[config.mk]
export PLATFORM = sky130hd
export DESIGN_NAME = rrc_sweep
export DESIGN_NICKNAME = d
export VERILOG_FILES = /design/src/rtl/rrc_pkg.sv /design/src/rtl/rrc_sweep.sv
export SDC_FILE = /design/constraint.sdc
export NUM_CORES = 1
export LEC_CHECK = 0
export BUFFER_PORTS_ARGS = -buffer_cell sky130_fd_sc_hd__buf_4
export CORE_MARGIN = 5
export CORE_UTILIZATION = 40
export CTS_CLUSTER_SIZE = 30
export DETAILED_ROUTE_END_ITERATION = 10
export PLACE_DENSITY = 0.72
export SLEW_MARGIN = 20
export SYNTH_ARGS = -nofsm -noshare
export SYNTH_HDL_FRONTEND = slang
export SYNTH_SLANG_ARGS = --single-unit
export TNS_END_PERCENT = 30
[constraint.sdc]
create_clock -name clock -period 12.3 [get_ports clock]
set_input_delay 3.69 -clock clock [delete_from_list [all_inputs] [get_ports clock]]
set_output_delay 3.69 -clock clock [all_outputs]
set_load 0.03 [all_outputs]
[src/rtl/rrc_pkg.sv]
package rrc_pkg;

   // Default sizes of the canvas and of the fixed-point format
   localparam int MAX_SIDE_DEF  = 256;
   localparam int FRAC_BITS_DEF = 8;

   // Field widths
   localparam int COORD_W    = 24;
   localparam int CHAR_W     = 8;
   localparam int POS_W      = 8;
   localparam int CFG_W      = 9;
   localparam int CSR_IDX_W  = 2;
   localparam int REQ_DATA_W = 128;
   localparam int RSP_DATA_W = 8;

   // Request tdata layout, lowest bit up
   localparam int LEFT_LSB   = 0;
   localparam int TOP_LSB    = LEFT_LSB + COORD_W;
   localparam int WIDTH_LSB  = TOP_LSB + COORD_W;
   localparam int HEIGHT_LSB = WIDTH_LSB + COORD_W;
   localparam int FILLED_BIT = HEIGHT_LSB + COORD_W;
   localparam int COLOR_LSB  = FILLED_BIT + 1;
   localparam int COL_LSB    = COLOR_LSB + CHAR_W;
   localparam int ROW_LSB    = COL_LSB + POS_W;

   // Register indexes on the csr port
   localparam logic [CSR_IDX_W-1:0] CSR_CANVAS_WIDTH  = 2'd0;
   localparam logic [CSR_IDX_W-1:0] CSR_CANVAS_HEIGHT = 2'd1;
   localparam logic [CSR_IDX_W-1:0] CSR_BACKGROUND    = 2'd2;

   // Register reset values
   localparam logic [CFG_W-1:0]  CANVAS_WIDTH_RST  = 9'd256;
   localparam logic [CFG_W-1:0]  CANVAS_HEIGHT_RST = 9'd256;
   localparam logic [CHAR_W-1:0] BACKGROUND_RST    = 8'd46;

   typedef enum logic [1:0] {
      MODE_CLEAR = 2'd0,
      MODE_PAINT = 2'd1,
      MODE_READ  = 2'd2
   } mode_type;

   typedef enum logic [1:0] {
      STAT_OK      = 2'd0,
      STAT_REJECT  = 2'd1,
      STAT_OUTSIDE = 2'd2
   } status_type;

   // Command from the request control to the raster sweep
   typedef struct packed {
      logic              start;
      logic              clear;
      logic              fill;
      logic [CHAR_W-1:0] color;
   } sweep_cmd_type;

endpackage

[src/rtl/rrc_sweep.sv]
module rrc_sweep #(
   parameter int MAX_SIDE  = rrc_pkg::MAX_SIDE_DEF,
   parameter int FRAC_BITS = rrc_pkg::FRAC_BITS_DEF,
   localparam int CW = (MAX_SIDE > 1) ? $clog2(MAX_SIDE) : 1,
   localparam int SW = $clog2(MAX_SIDE + 1)
) (
   input  logic                                 clock,
   input  logic                                 reset,
   input  rrc_pkg::sweep_cmd_type               cmd,
   input  logic signed [rrc_pkg::COORD_W-1:0]   rect_left,
   input  logic signed [rrc_pkg::COORD_W-1:0]   rect_top,
   input  logic signed [rrc_pkg::COORD_W-1:0]   rect_width,
   input  logic signed [rrc_pkg::COORD_W-1:0]   rect_height,
   input  logic [SW-1:0]                        side_w,
   input  logic [SW-1:0]                        side_h,
   output logic                                 wr_en,
   output logic [2*CW-1:0]                      wr_addr,
   output logic [rrc_pkg::CHAR_W-1:0]           wr_data,
   output logic                                 done
);

   localparam int CMP_W = ((CW + FRAC_BITS + 3) > 28) ? (CW + FRAC_BITS + 3) : 28;
   localparam logic signed [CMP_W-1:0] ONE = CMP_W'(1) << FRAC_BITS;

   logic                       busy_ff;
   logic                       clear_ff;
   logic                       fill_ff;
   logic [rrc_pkg::CHAR_W-1:0] color_ff;
   logic [SW-1:0]              w_ff, h_ff;
   logic [CW-1:0]              x_ff, y_ff;
   logic signed [CMP_W-1:0]    l_ff, r_ff, t_ff, b_ff;

   logic signed [CMP_W-1:0]    px, pxp, pxm, py, pyp, pym;
   logic                       in_box, border, last_x, last_y;

   // Pixel position and its neighbors one unit away, in fixed point
   always_comb begin
      px  = signed'(CMP_W'(x_ff)) <<< FRAC_BITS;
      py  = signed'(CMP_W'(y_ff)) <<< FRAC_BITS;
      pxp = px + ONE;
      pxm = px - ONE;
      pyp = py + ONE;
      pym = py - ONE;
      in_box = (px >= l_ff) && (px <= r_ff) && (py >= t_ff) && (py <= b_ff);
      // less than one unit from an edge
      border = in_box && ((pxm < l_ff) || (pxp > r_ff) || (pym < t_ff) || (pyp > b_ff));
      last_x = (SW'(x_ff) == (w_ff - SW'(1)));
      last_y = (SW'(y_ff) == (h_ff - SW'(1)));
   end

   assign wr_en   = busy_ff && (clear_ff || border || (fill_ff && in_box));
   assign wr_addr = {y_ff, x_ff};
   assign wr_data = color_ff;
   assign done    = busy_ff && last_x && last_y;

   always_ff @(posedge clock) begin
      if (reset) begin
         busy_ff <= 1'b0;
         x_ff    <= '0;
         y_ff    <= '0;
      end else if (cmd.start) begin
         busy_ff  <= 1'b1;
         x_ff     <= '0;
         y_ff     <= '0;
         clear_ff <= cmd.clear;
         fill_ff  <= cmd.fill;
         color_ff <= cmd.color;
         w_ff     <= side_w;
         h_ff     <= side_h;
         l_ff     <= CMP_W'(rect_left);
         t_ff     <= CMP_W'(rect_top);
         r_ff     <= CMP_W'(rect_left) + CMP_W'(rect_width);
         b_ff     <= CMP_W'(rect_top) + CMP_W'(rect_height);
      end else if (busy_ff) begin
         if (last_x) begin
            x_ff <= '0;
            if (last_y) begin
               busy_ff <= 1'b0;
               y_ff    <= '0;
            end else begin
               y_ff <= y_ff + CW'(1);
            end
         end else begin
            x_ff <= x_ff + CW'(1);
         end
      end
   end

endmodule

# --- After elaboration in Yosys (flattened, before gate mapping) ---
# Index checks and enable logic that the tools add are counted.
op_classes:
  eq_ne: 2
  n_mux: 6
  n_lt_le_gt_ge: 8
  n_bitwise: 1
  div: 0
  n_mul: 0
  n_reduce_logical: 16
  add_sub_neg: 10
  shift: 0
ops:
  columns: ["operator", "count"]
  rows:
  - ["$gt 18x28->1", 2]
  - ["$le 17x28->1", 2]
  - ["$add 24x24->25", 2]
  - ["$ge 17x24->1", 2]
  - ["$lt 17x24->1", 2]
  - ["$add 16x9->17 const B", 2]
  - ["$sub 16x9->17 const B", 2]
  - ["$eq 8x9->1", 2]
  - ["$sub 9x1->9 const B", 2]
  - ["$add 8x1->8 const B", 2]
  - ["$mux 8", 2]
  - ["$logic_and 1x1->1", 8]
  - ["$logic_or 1x1->1", 5]
  - ["$mux 1", 4]
  - ["$reduce_and 2->1", 2]
  - ["$reduce_or 2->1", 1]
  - ["$not 1->1", 1]
word_totals:
  wordCells: 55
  ram_bits: 0
  ff_bits: 149
  in_bits: 127
  output_inout_bits: 26
  mem_count: 0
  rom_bits: 0
  latchBits: 0

# --- Longest topological paths before layout ---
# Gate-level depths: netlist of the first run.
depth:
  word_depth: 9
  depth_mapped: 13
  depth_no_buf: 13

# --- Worst setup path after synthesis of the first run ---
# Ideal clock, no wire load.
synth_path:
  path_kind: "input -> register"
  startpoint: "input reset"
  endpoint: "register b_ff[0] (enable)"
  t_required_ns: 11.670
  path_slack_ns: 2.387
  path_buffers: 0
  path_stages: 1
  setup_ns: 0.630
  arrival_time_ns: 9.283
  path_cell_list: "nor2b_1"
synth_via:
  elab_chain_len: 2
synth_rtl:
  columns: ["item", "line_no", "text"]
  rows:
  - ["from (decl)", "rrc_sweep.sv:8", "input logic reset,"]
  - ["$not 1->1 (no line)", null, null]
  - ["$reduce_and 2->1 (no line)", null, null]
  - ["to (signal assigned)", "rrc_sweep.sv:73", "b_ff <= CMP_W'(rect_top) + CMP_W'(rect_height);"]
  - ["to (decl)", "rrc_sweep.sv:31", "logic signed [CMP_W-1:0] l_ff, r_ff, t_ff, b_ff;"]
# Every way passes these cells.
# A chain may end at the register's enable or synchronous reset.

# --- Worst setup path after layout of the first run ---
layout_path:
  startpoint: "register y_ff[0]"
  endpoint: "output wr_en"
layout_via:
  elab_chain_len: 8
  word_cells_on_any_way: 15
  cone_classes: "2 x add/sub; 4 x order compare; 9 x reduce/logical"
layout_rtl:
  columns: ["item", "line_no", "text"]
  rows:
  - ["from (decl)", "rrc_sweep.sv:30", "logic [CW-1:0] x_ff, y_ff;"]
  - ["from (signal assigned)", "rrc_sweep.sv:81", "y_ff <= y_ff + CW'(1);"]
  - ["$sub 16x9->17", "rrc_sweep.sv:43", "pym = py - ONE;"]
  - ["$lt 17x24->1", "rrc_sweep.sv:46", "border = in_box && ((pxm < l_ff) || (pxp > r_ff) || (pym < t_ff) || (pyp > b_ff));"]
  - ["$logic_or 1x1->1 (2 in series)", "rrc_sweep.sv:46", null]
  - ["$logic_and 1x1->1", "rrc_sweep.sv:46", null]
  - ["$logic_or 1x1->1", "rrc_sweep.sv:51", "assign wr_en = busy_ff && (clear_ff || border || (fill_ff && in_box));"]
  - ["$logic_or 1x1->1 *", "rrc_sweep.sv:51", null]
  - ["$logic_and 1x1->1 *", "rrc_sweep.sv:51", null]
  - ["to (decl)", "rrc_sweep.sv:16", "output logic wr_en,"]
# Mark *: on every way between the ends. The rest lies on a longest branch, timed or not.

==> results.toml, run 1 <==
[place]
preCtsSetupSlack_ns = 5.12
buffer_ports.inserted = 152
dp.final_hpwl_um = 18100
dpl-instance-area_um2 = 11500
gp_congestion = 0.898

[timing]
timing.fmax_ghz = 0.131
hold_violations = 0
layout_min_cycle_time_ns = 7.63
timing.setup.tns_ns = 0
worstMarginPinSlew_ns = 0.879
clock-skew-final_ns = 0.0127
timing.final.crit_share_pct = 62.0
report.final.setup_viol = 0
report.final.slew_viol_count = 0
setup_repair_after_global_routing_missed_its_margin = "false"
slew_headroom_pct = 40.9
postLayoutSetupSlackWorst_ns = 4.67

[drt]
drc = 0
drtPass1Iterations = 4
drtIter0Drc = 467
drt-wirelength-per-cell_um = 15.8
route.final.wire_length_um = 23000
remaining_number_of_nets_flagged_by_the_antenna_check_after_routing = 0
via_per_inst = 5.35
vias = 7791

[synthesis]
synthesis.instances = 965
synth_cell_type_count = 73
synth_async_sr_flop_share_pct = 0
synth_enable_flop_cells = 126
synth.yosys.seq_area_share_pct = 41.3
synthesis.yosys.warnings = 0
synth.cell_area_um2 = 9980
synth_seq_cells = 143
syn_area_per_cell_um2 = 10.3
post_synth_net_total = 1230
postSynth.topFlopCell = "edfxtp_1"

[power]
p_per_area_nw_per_um2 = 112
worst_ir_drop_vdd_uv = 69.5
p_leak_uw = 0.00526

[grt]
initial_antenna_violation_count = 0
grt_max_degree = 65
global_route.overflow_total = 0
global_route.usage.total_pct = 16.5
grt_pass1_vias = 7875
global_route_wire_length_before_repair_um = 38300

[floorplanning]
floorplan.initialDensity_pct = 40.8
die_width_um = 168
fp-row-count = 57
i_o_pin_total = 153
die_area_um2 = 28200
core_um2 = 24500
dieHeight_um = 168

[clock_tree]
numClockSinks = 143
cts_tree = "done"
cts_max_level = 4
cts_buffers = 17
clk_root_buffer_cell = "clkbuf_16"
holdBufCountCts = 0
cts.repair.resized = 0
cts_setup_buffers = 0
clkTransAtPathRegs_ns = 0.06
cts-root-to-sink-buffers = 2
clk_latency_ns = 0.43

[job]
max_cap_violations = 0

[setup_path]
cp.arrival_ns = 3.94
cp-start-kind = "flop"
endpoint_kind = "output port"
crit_fanout = 8
cp.required_ns = 8.61
timing.setup.critical_path_class = "reg -> out"

[final_layout]
antennaDiodeCount = 0
flow.area_growth_from_synthesis_pct = 20.7
nFillCells = 2190
final_cell_area_um2 = 12000
layout.nets = 1385
drive_gt1_share_pct = 17.7

[run_status]
status = "complete, no violations"

[min_path]
min_path_type = "reg -> reg"
cell usage in the layout, fill, tap and decap left out, drive strengths merged, types with 19 or more instances in the layout:
master,count
a21o,36
nand2,43
xnor2,48
buf,154
o21ai,44
clkbuf,19
inv,90
nor4,19
nor2,57
nand3,20
edfxtp,126
a21oi,75
ha,136
xor2,28
worst max-delay path, cell delays in order (launching register included):
cell and delay [ns]:
dfxtp_1 0.39, inv_1 0.19, ha_1 0.21, nand2_1 0.10, or3_1 0.37, nor3_1 0.69, ha_1 0.39, a21oi_1 0.17
o211ai_1 0.12, a2111oi_0 0.29, o21ai_0 0.15, a32oi_1 0.22, buf_4 0.21
layout make-up:
class / count / area [um^2] / share of cell area (%)
timing repair buffer: 154 / 1160 / 9.60
clock buffer: 19 / 433 / 3.60
inverter: 88 / 330 / 2.74
tap: 324 / 405 / 3.37
multi-input combinational: 716 / 5450 / 45.3
sequential: 143 / 4120 / 34.2
clock inverter: 13 / 140 / 1.16
routing by layer:
layer / part of all wire (%) / vias to the layer above / routed length [um] / GRT usage (%)
met5: 0 / - / 0 / 0
met4: 2.6 / 0 / 602 / 6.07
met3: 4.9 / 40 / 1130 / 3.42
met2: 47 / 196 / 10700 / 27.2
met1: 46 / 3631 / 10500 / 21.4
li1: - / 3924 / - / -
stage by stage:
step | std cells | hold WS, ns | util [%] | power, uW
floorplan | 965 | 0.727 | - | 768
global placement | 1425 | 0.614 | 46.9 | 844
detailed placement | 1425 | 0.637 | 46.9 | 850
CTS | 1457 | 0.653 | 49.2 | 1360
global route | 1457 | 0.704 | 49.2 | 1410
finish | 1457 | 0.660 | 49.2 | 1340
worst paths after layout:
kind / depth (start not counted) / startpoint / slack (ns) / end
setup / recovery: 12 / y_ff[0] / 4.67 / wr_en
hold / removal: 2 / x_ff[3] / 0.66 / x_ff[3]
setup reg to reg: 10 / w_ff[0] / 9.35 / y_ff[2]
hold reg to reg: 2 / x_ff[3] / 0.66 / x_ff[3]
where the power goes:
part           internal (uW)  switching, uW
combinational            117            132
clock                    299            204
sequential               576           15.9
logic make-up after synthesis:
family,after synthesis,synth area share [%]
simple gates,250,13.6
compound gates,248,16.4
flops,143,41.3
fa+ha+maj,138,17.5
buf+inv,106,4.10
xor+xnor,76,6.67
mux,4,0.426
cell usage after synthesis (6+ instances only):
cell	count	share of area, %
o211ai_1	10	0.75
ha_1	136	17
and3_1	17	1.1
a211oi_1	7	0.53
xnor2_1	48	4.2
nor4_1	17	1.1
dfxtp_1	17	3.4
o2111ai_1	6	0.53
nor3_1	15	0.75
nand4_1	12	0.75
nand3b_1	8	0.60
o21bai_1	6	0.45
o31ai_1	6	0.45
nor2_1	57	2.1
a21o_1	36	2.7
nand2b_1	9	0.56
a21oi_1	75	3.8
edfxtp_1	126	38
inv_1	88	3.3
o21a_1	9	0.68
xor2_1	28	2.5
clkbuf_1	13	0.49
nand2_1	43	1.6
o21ai_0	42	2.1
nor2b_1	16	1.0
nand3_1	20	1.0
or3_1	7	0.44
state kept, by name, indices dropped and copies added, names as in the netlist:
register and flops:
r_ff 25, b_ff 25, wr_data 8, h_ff 9
busy_ff 1, w_ff 9, x_ff 8, t_ff 24
y_ff 8, l_ff 24, clear_ff 1, fill_ff 1
No activity file was read; power rests on OpenSTA's default activity.
==> inputs of run 2 (changes only) <==
==> constraint.sdc (replaced) <==
create_clock -name clock -period 7.15 [get_ports clock]
set_input_delay 2.145 -clock clock [delete_from_list [all_inputs] [get_ports clock]]
set_output_delay 2.145 -clock clock [all_outputs]
set_load 0.03 [all_outputs]
==> results.toml, run 2 (synthesized netlist as in run 1, its figures left out) <==
[timing]
setup_repair_after_global_routing_missed_its_margin = "false"
hold_violations = 0
report.final.slew_viol_count = 0
slew_headroom_pct = 38.1
worstMarginPinSlew_ns = 0.922
timing.final.crit_share_pct = 85.1
worst_hold_slack_ns = 0.648
timing.fmax_ghz = 0.164
timing.setup.tns_ns = 0
layout_min_cycle_time_ns = 6.08
report.final.setup_viol = 0
clock-skew-final_ns = 0.00682

[grt]
grt_pass1_vias = 7923
initial_antenna_violation_count = 0
global_route_wire_length_before_repair_um = 38700
global_route.overflow_total = 0
global_route.usage.total_pct = 16.7
grt_max_degree = 70

[drt]
drc = 0
drtPass1Iterations = 5
via_per_inst = 5.36
met1_length_um = 10600
wl_met3_um = 1130
met2RoutedLength_um = 11100
drt-wirelength-per-cell_um = 15.9
vias = 7807
remaining_number_of_nets_flagged_by_the_antenna_check_after_routing = 0
drtIter0Drc = 482
routed.top_layer = "met4"
route.final.wire_length_um = 23200

[clock_tree]
cts-root-to-sink-buffers = 2
numClockSinks = 143
cts_buffers = 17
clk_root_buffer_cell = "clkbuf_16"
cts_setup_buffers = 0
cts_max_level = 4
cts_tree = "done"
clk_latency_ns = 0.42
holdBufCountCts = 0
cts.repair.resized = 0
clkTransAtPathRegs_ns = 0.06

[power]
p_per_area_nw_per_um2 = 197
clkPwrFrac_pct = 39.4
p_leak_uw = 0.00528
switching_share_pct = 25.5
p_sw_uw = 609
worst_ir_drop_vdd_uv = 146
report.power.total_uw = 2390
power.share.sequential_pct = 42.7
cell_internal_pwr_uw = 1780
power.share.combinational_pct = 17.9

[setup_path]
endpoint_kind = "output port"
number_of_cell_instances_on_the_worst_register_to_register_path = 10
critPathMaxStageDelay_ns = 0.73
critPathLaunch = "y_ff[0]"
cp.arrival_ns = 3.94
reg2reg_setup_slack_ns = 4.24
critPathMostFrequentCell = "ha_1"
cp.required_ns = 5.01
worstPathCellList = "inv_1, ha_1, nand2_1, or3_1, nor3_1, ha_1, a21oi_1, o211ai_1, a2111oi_0, o21ai_0, a32oi_1, buf_4"
crit_fanout = 8
worst_setup_path_end = "wr_en"
regToRegEndpoint = "y_ff[2]"
rr_startpoint = "w_ff[0]"
cp-start-kind = "flop"
slowest_stage = "nor3_1"
timing.setup.critical_path_class = "reg -> out"

[final_layout]
final_cell_area_um2 = 12100
layout.cells.non_filler = 1457
flow.area_growth_from_synthesis_pct = 21.2
layout.nets = 1385
antennaDiodeCount = 0
reg_top3 = "b_ff (25), r_ff (25)"
final_common_cell = "buf_4"
mostFrequentLayoutCells = "154 x buf_4, 136 x ha_1, 126 x edfxtp_1"
drive_gt1_share_pct = 17.7

[floorplanning]
fp-row-count = 57
die_width_um = 168
i_o_pin_total = 153
floorplan.initialDensity_pct = 40.8
die_area_um2 = 28200
core_um2 = 24500
dieHeight_um = 168

[job]
max_cap_violations = 0

[place]
place.detailed.instances = 1425
dpl-instance-area_um2 = 11500
gp_congestion = 0.866
dp.final_hpwl_um = 18200
buffer_ports.inserted = 152

[run_status]
status = "complete, no violations"

[min_path]
min_path_type = "reg -> reg"
## run 2: cell count changes in the layout (fill, tap and decap cells not counted)
cell,change
clkinv_1,-1
bufinv_16,+2
clkinv_4,-1
## run 2: cell type report
cell class              instances  area (um^2)
fillers                      2238        12400
well taps                     324          405
clock inverters                13          188
repair buffers                154         1160
inverters                      88          330
clock buffers                  19          433
multi-input cells             716         5450
flip-flops and latches        143         4120
## run 2: worst min path at each step
stage            start  cells past startpoint  endpoint
6_report       x_ff[3]                      2   x_ff[3]
5_1_grt        x_ff[5]                      2   x_ff[5]
4_1_cts        x_ff[3]                      2   x_ff[3]
3_5_place_dp   x_ff[3]                      2   x_ff[3]
3_3_place_gp   x_ff[3]                      2   x_ff[3]
2_1_floorplan  busy_ff                      4   x_ff[7]
## run 2: power by group through the flow
| stage | registers, uW | logic [uW] | clock network (uW) |
|---|---|---|---|
| 2_1_floorplan | 1040 | 283 | 0 |
| 4_1_cts | 1020 | 430 | 963 |
| 3_3_place_gp | 1030 | 417 | 0 |
| 6_report | 1020 | 427 | 940 |
| 5_1_grt | 1020 | 486 | 1000 |
| 3_5_place_dp | 1040 | 427 | 0 |
## run 2: worst max-delay path, delay by kind of cell (launching register included)
kind | cells | cell delay, ns
compound gates | 5 | 0.92
fa+ha+maj | 2 | 0.61
buf+inv | 2 | 0.39
flops | 1 | 0.39
simple gates | 3 | 1.20
## run 2: layer usage
metal	vias up	global-route usage [%]
met4	0	4.83
met2	193	28.0
li1	3930	-
met1	3655	21.8
met3	29	3.54
met5	-	0
## run 2: through the flow
stage,util [%],setup slack (ns)
finish,49.4,1.07
floorplan,-,1.28
CTS,49.4,1.05
global placement,46.9,1.73
global route,49.4,0.670
detailed placement,46.9,1.54
==> inputs of run 3 (changes only) <==
--- a/config.mk
+++ b/config.mk
@@ -6,11 +6,13 @@
 export NUM_CORES = 1
 export LEC_CHECK = 0
 export BUFFER_PORTS_ARGS = -buffer_cell sky130_fd_sc_hd__buf_4
+export CELL_PAD_IN_SITES_DETAIL_PLACEMENT = 1
+export CELL_PAD_IN_SITES_GLOBAL_PLACEMENT = 2
 export CORE_MARGIN = 5
-export CORE_UTILIZATION = 40
+export CORE_UTILIZATION = 37
 export CTS_CLUSTER_SIZE = 30
 export DETAILED_ROUTE_END_ITERATION = 10
-export PLACE_DENSITY = 0.72
+export PLACE_DENSITY = 0.93
 export SLEW_MARGIN = 20
 export SYNTH_ARGS = -nofsm -noshare
 export SYNTH_HDL_FRONTEND = slang
==> constraint.sdc (replaced) <==
create_clock -name clock -period 6 [get_ports clock]
set_input_delay 1.8 -clock clock [delete_from_list [all_inputs] [get_ports clock]]
set_output_delay 1.8 -clock clock [all_outputs]
set_load 0.03 [all_outputs]
==> results.toml, run 3 (synthesized netlist as in run 1, its figures left out) <==
[clock_tree]
cts_tree = "done"
clk_latency_ns = 0.43
cts_buffers = 17
holdBufCountCts = 0
clk_root_buffer_cell = "clkbuf_16"
cts.repair.resized = 0
cts_setup_buffers = 0
numClockSinks = 143
cts_max_level = 4
clkTransAtPathRegs_ns = 0.06
cts-root-to-sink-buffers = 2

[timing]
report.final.slew_viol_count = 0
timing.final.crit_share_pct = 89.6
timing.setup.tns_ns = 0
slew_headroom_pct = 30.9
timing.fmax_ghz = 0.186
clock-skew-final_ns = 0.0118
worstMarginPinSlew_ns = 1.03
hold_violations = 0
report.final.setup_viol = 0
layout_min_cycle_time_ns = 5.38
setup_repair_after_global_routing_missed_its_margin = "false"

[setup_path]
timing.setup.critical_path_class = "reg -> out"
critPathMostFrequentCell = "ha_1"
cp-start-kind = "flop"
slowest_stage = "a2111oi_0"
worstPathCellList = "inv_1, ha_1, nand2_1, or3_1, xnor2_1, ha_1, o2111ai_1, a21oi_1, a2111oi_0, o21ai_0, a31o_2, a32oi_1, buf_4"
crit_fanout = 10
cp.required_ns = 4.20
cp.arrival_ns = 3.58
endpoint_kind = "output port"
critPathMaxStageDelay_ns = 0.43

[floorplanning]
floorplan.initialDensity_pct = 37.3
die_width_um = 174
core_um2 = 26700
die_area_um2 = 30400
dieHeight_um = 174
fp-row-count = 60
i_o_pin_total = 153

[grt]
global_route.overflow_total = 0
grt_pass1_vias = 8391
initial_antenna_violation_count = 0
global_route.usage.total_pct = 17.2
global_route_wire_length_before_repair_um = 42700
grt_max_degree = 64

[drt]
vias = 7996
route.final.wire_length_um = 26300
drc = 0
drtIter0Drc = 332
remaining_number_of_nets_flagged_by_the_antenna_check_after_routing = 0
drtPass1Iterations = 4
drt-wirelength-per-cell_um = 17.8
via_per_inst = 5.41

[final_layout]
layout.nets = 1389
flow.area_growth_from_synthesis_pct = 21.5
drive_gt1_share_pct = 18.0
mostFrequentLayoutCells = "157 x buf_4, 136 x ha_1, 126 x edfxtp_1"
reg_top3 = "b_ff (25), r_ff (25)"
antennaDiodeCount = 0
final_common_cell = "buf_4"

[power]
p_per_area_nw_per_um2 = 234
p_leak_uw = 0.00529
power.share.sequential_pct = 42.8
worst_ir_drop_vdd_uv = 132
cell_internal_pwr_uw = 2080
power.share.combinational_pct = 18.7
switching_share_pct = 26.7
p_sw_uw = 756
report.power.total_uw = 2830
clkPwrFrac_pct = 38.5

[place]
dp.final_hpwl_um = 20700
gp_congestion = 0.825
buffer_ports.inserted = 152

[min_path]
min_path_type = "reg -> reg"

[run_status]
status = "complete, no violations"

[job]
max_cap_violations = 0
run 3: cell types whose count changed in the layout (fill, tap and decap cells not counted), sizes merged:
cell      change
clkbuf        -1
clkinvlp      +1
clkinv        -1
buf           +4
inv           +1
bufinv        -1
run 3: per-layer routing:
layer	vias up	global-route usage, %	wire length, um
met5	-	0	0
li1	3932	-	-
met2	154	30.5	13200
met1	3890	21.8	11900
met3	20	2.98	950
met4	0	4.49	323
run 3: area by class of cell:
| class | count | area (um^2) |
|---|---|---|
| clock inverters | 13 | 164 |
| well taps | 341 | 427 |
| clock buffers | 18 | 429 |
| flip-flops and latches | 143 | 4120 |
| multi-input cells | 716 | 5450 |
| repair buffers | 158 | 1200 |
| fillers | 3001 | 14600 |
| inverters | 88 | 330 |
run 3: path summary, 6_finish.rpt:
check          start  endpoint  slack (ns)  cells after the start
max reg2reg  h_ff[0]   y_ff[4]        3.22                     10
min          x_ff[3]   x_ff[3]        0.66                      2
max          x_ff[0]     wr_en        0.62                     13
min reg2reg  x_ff[3]   x_ff[3]        0.66                      2
run 3: power groups by stage:
| stage | clock [uW] | sequential [uW] | combinational, uW |
|---|---|---|---|
| floorplan | 0 | 1230 | 337 |
| global placement | 0 | 1230 | 511 |
| detailed placement | 0 | 1230 | 528 |
| CTS | 1110 | 1210 | 534 |
| global route | 1160 | 1220 | 594 |
| finish | 1090 | 1210 | 528 |
run 3: worst max-delay path: cells and delay by family (launching register included):
family	cells	cell delay, ns
flops	1	0.41
buf+inv	2	0.38
compound gates	6	1.19
simple gates	2	0.48
fa+ha+maj	2	0.53
xor+xnor	1	0.14
run 3: per-stage QoR:
step | utilization, % | hold WS, ns | setup WS [ns] | instances | area, um^2
after CTS | 45.4 | 0.670 | 0.602 | 1477 | 12100
final | 45.4 | 0.659 | 0.624 | 1477 | 12100
after detailed placement | 43.2 | 0.656 | 1.14 | 1446 | 11500
after global placement | 43.2 | 0.631 | 1.21 | 1446 | 11500
after global routing | 45.4 | 0.696 | 0.321 | 1477 | 12100
after floorplan | - | 0.727 | 0.478 | 965 | 9980
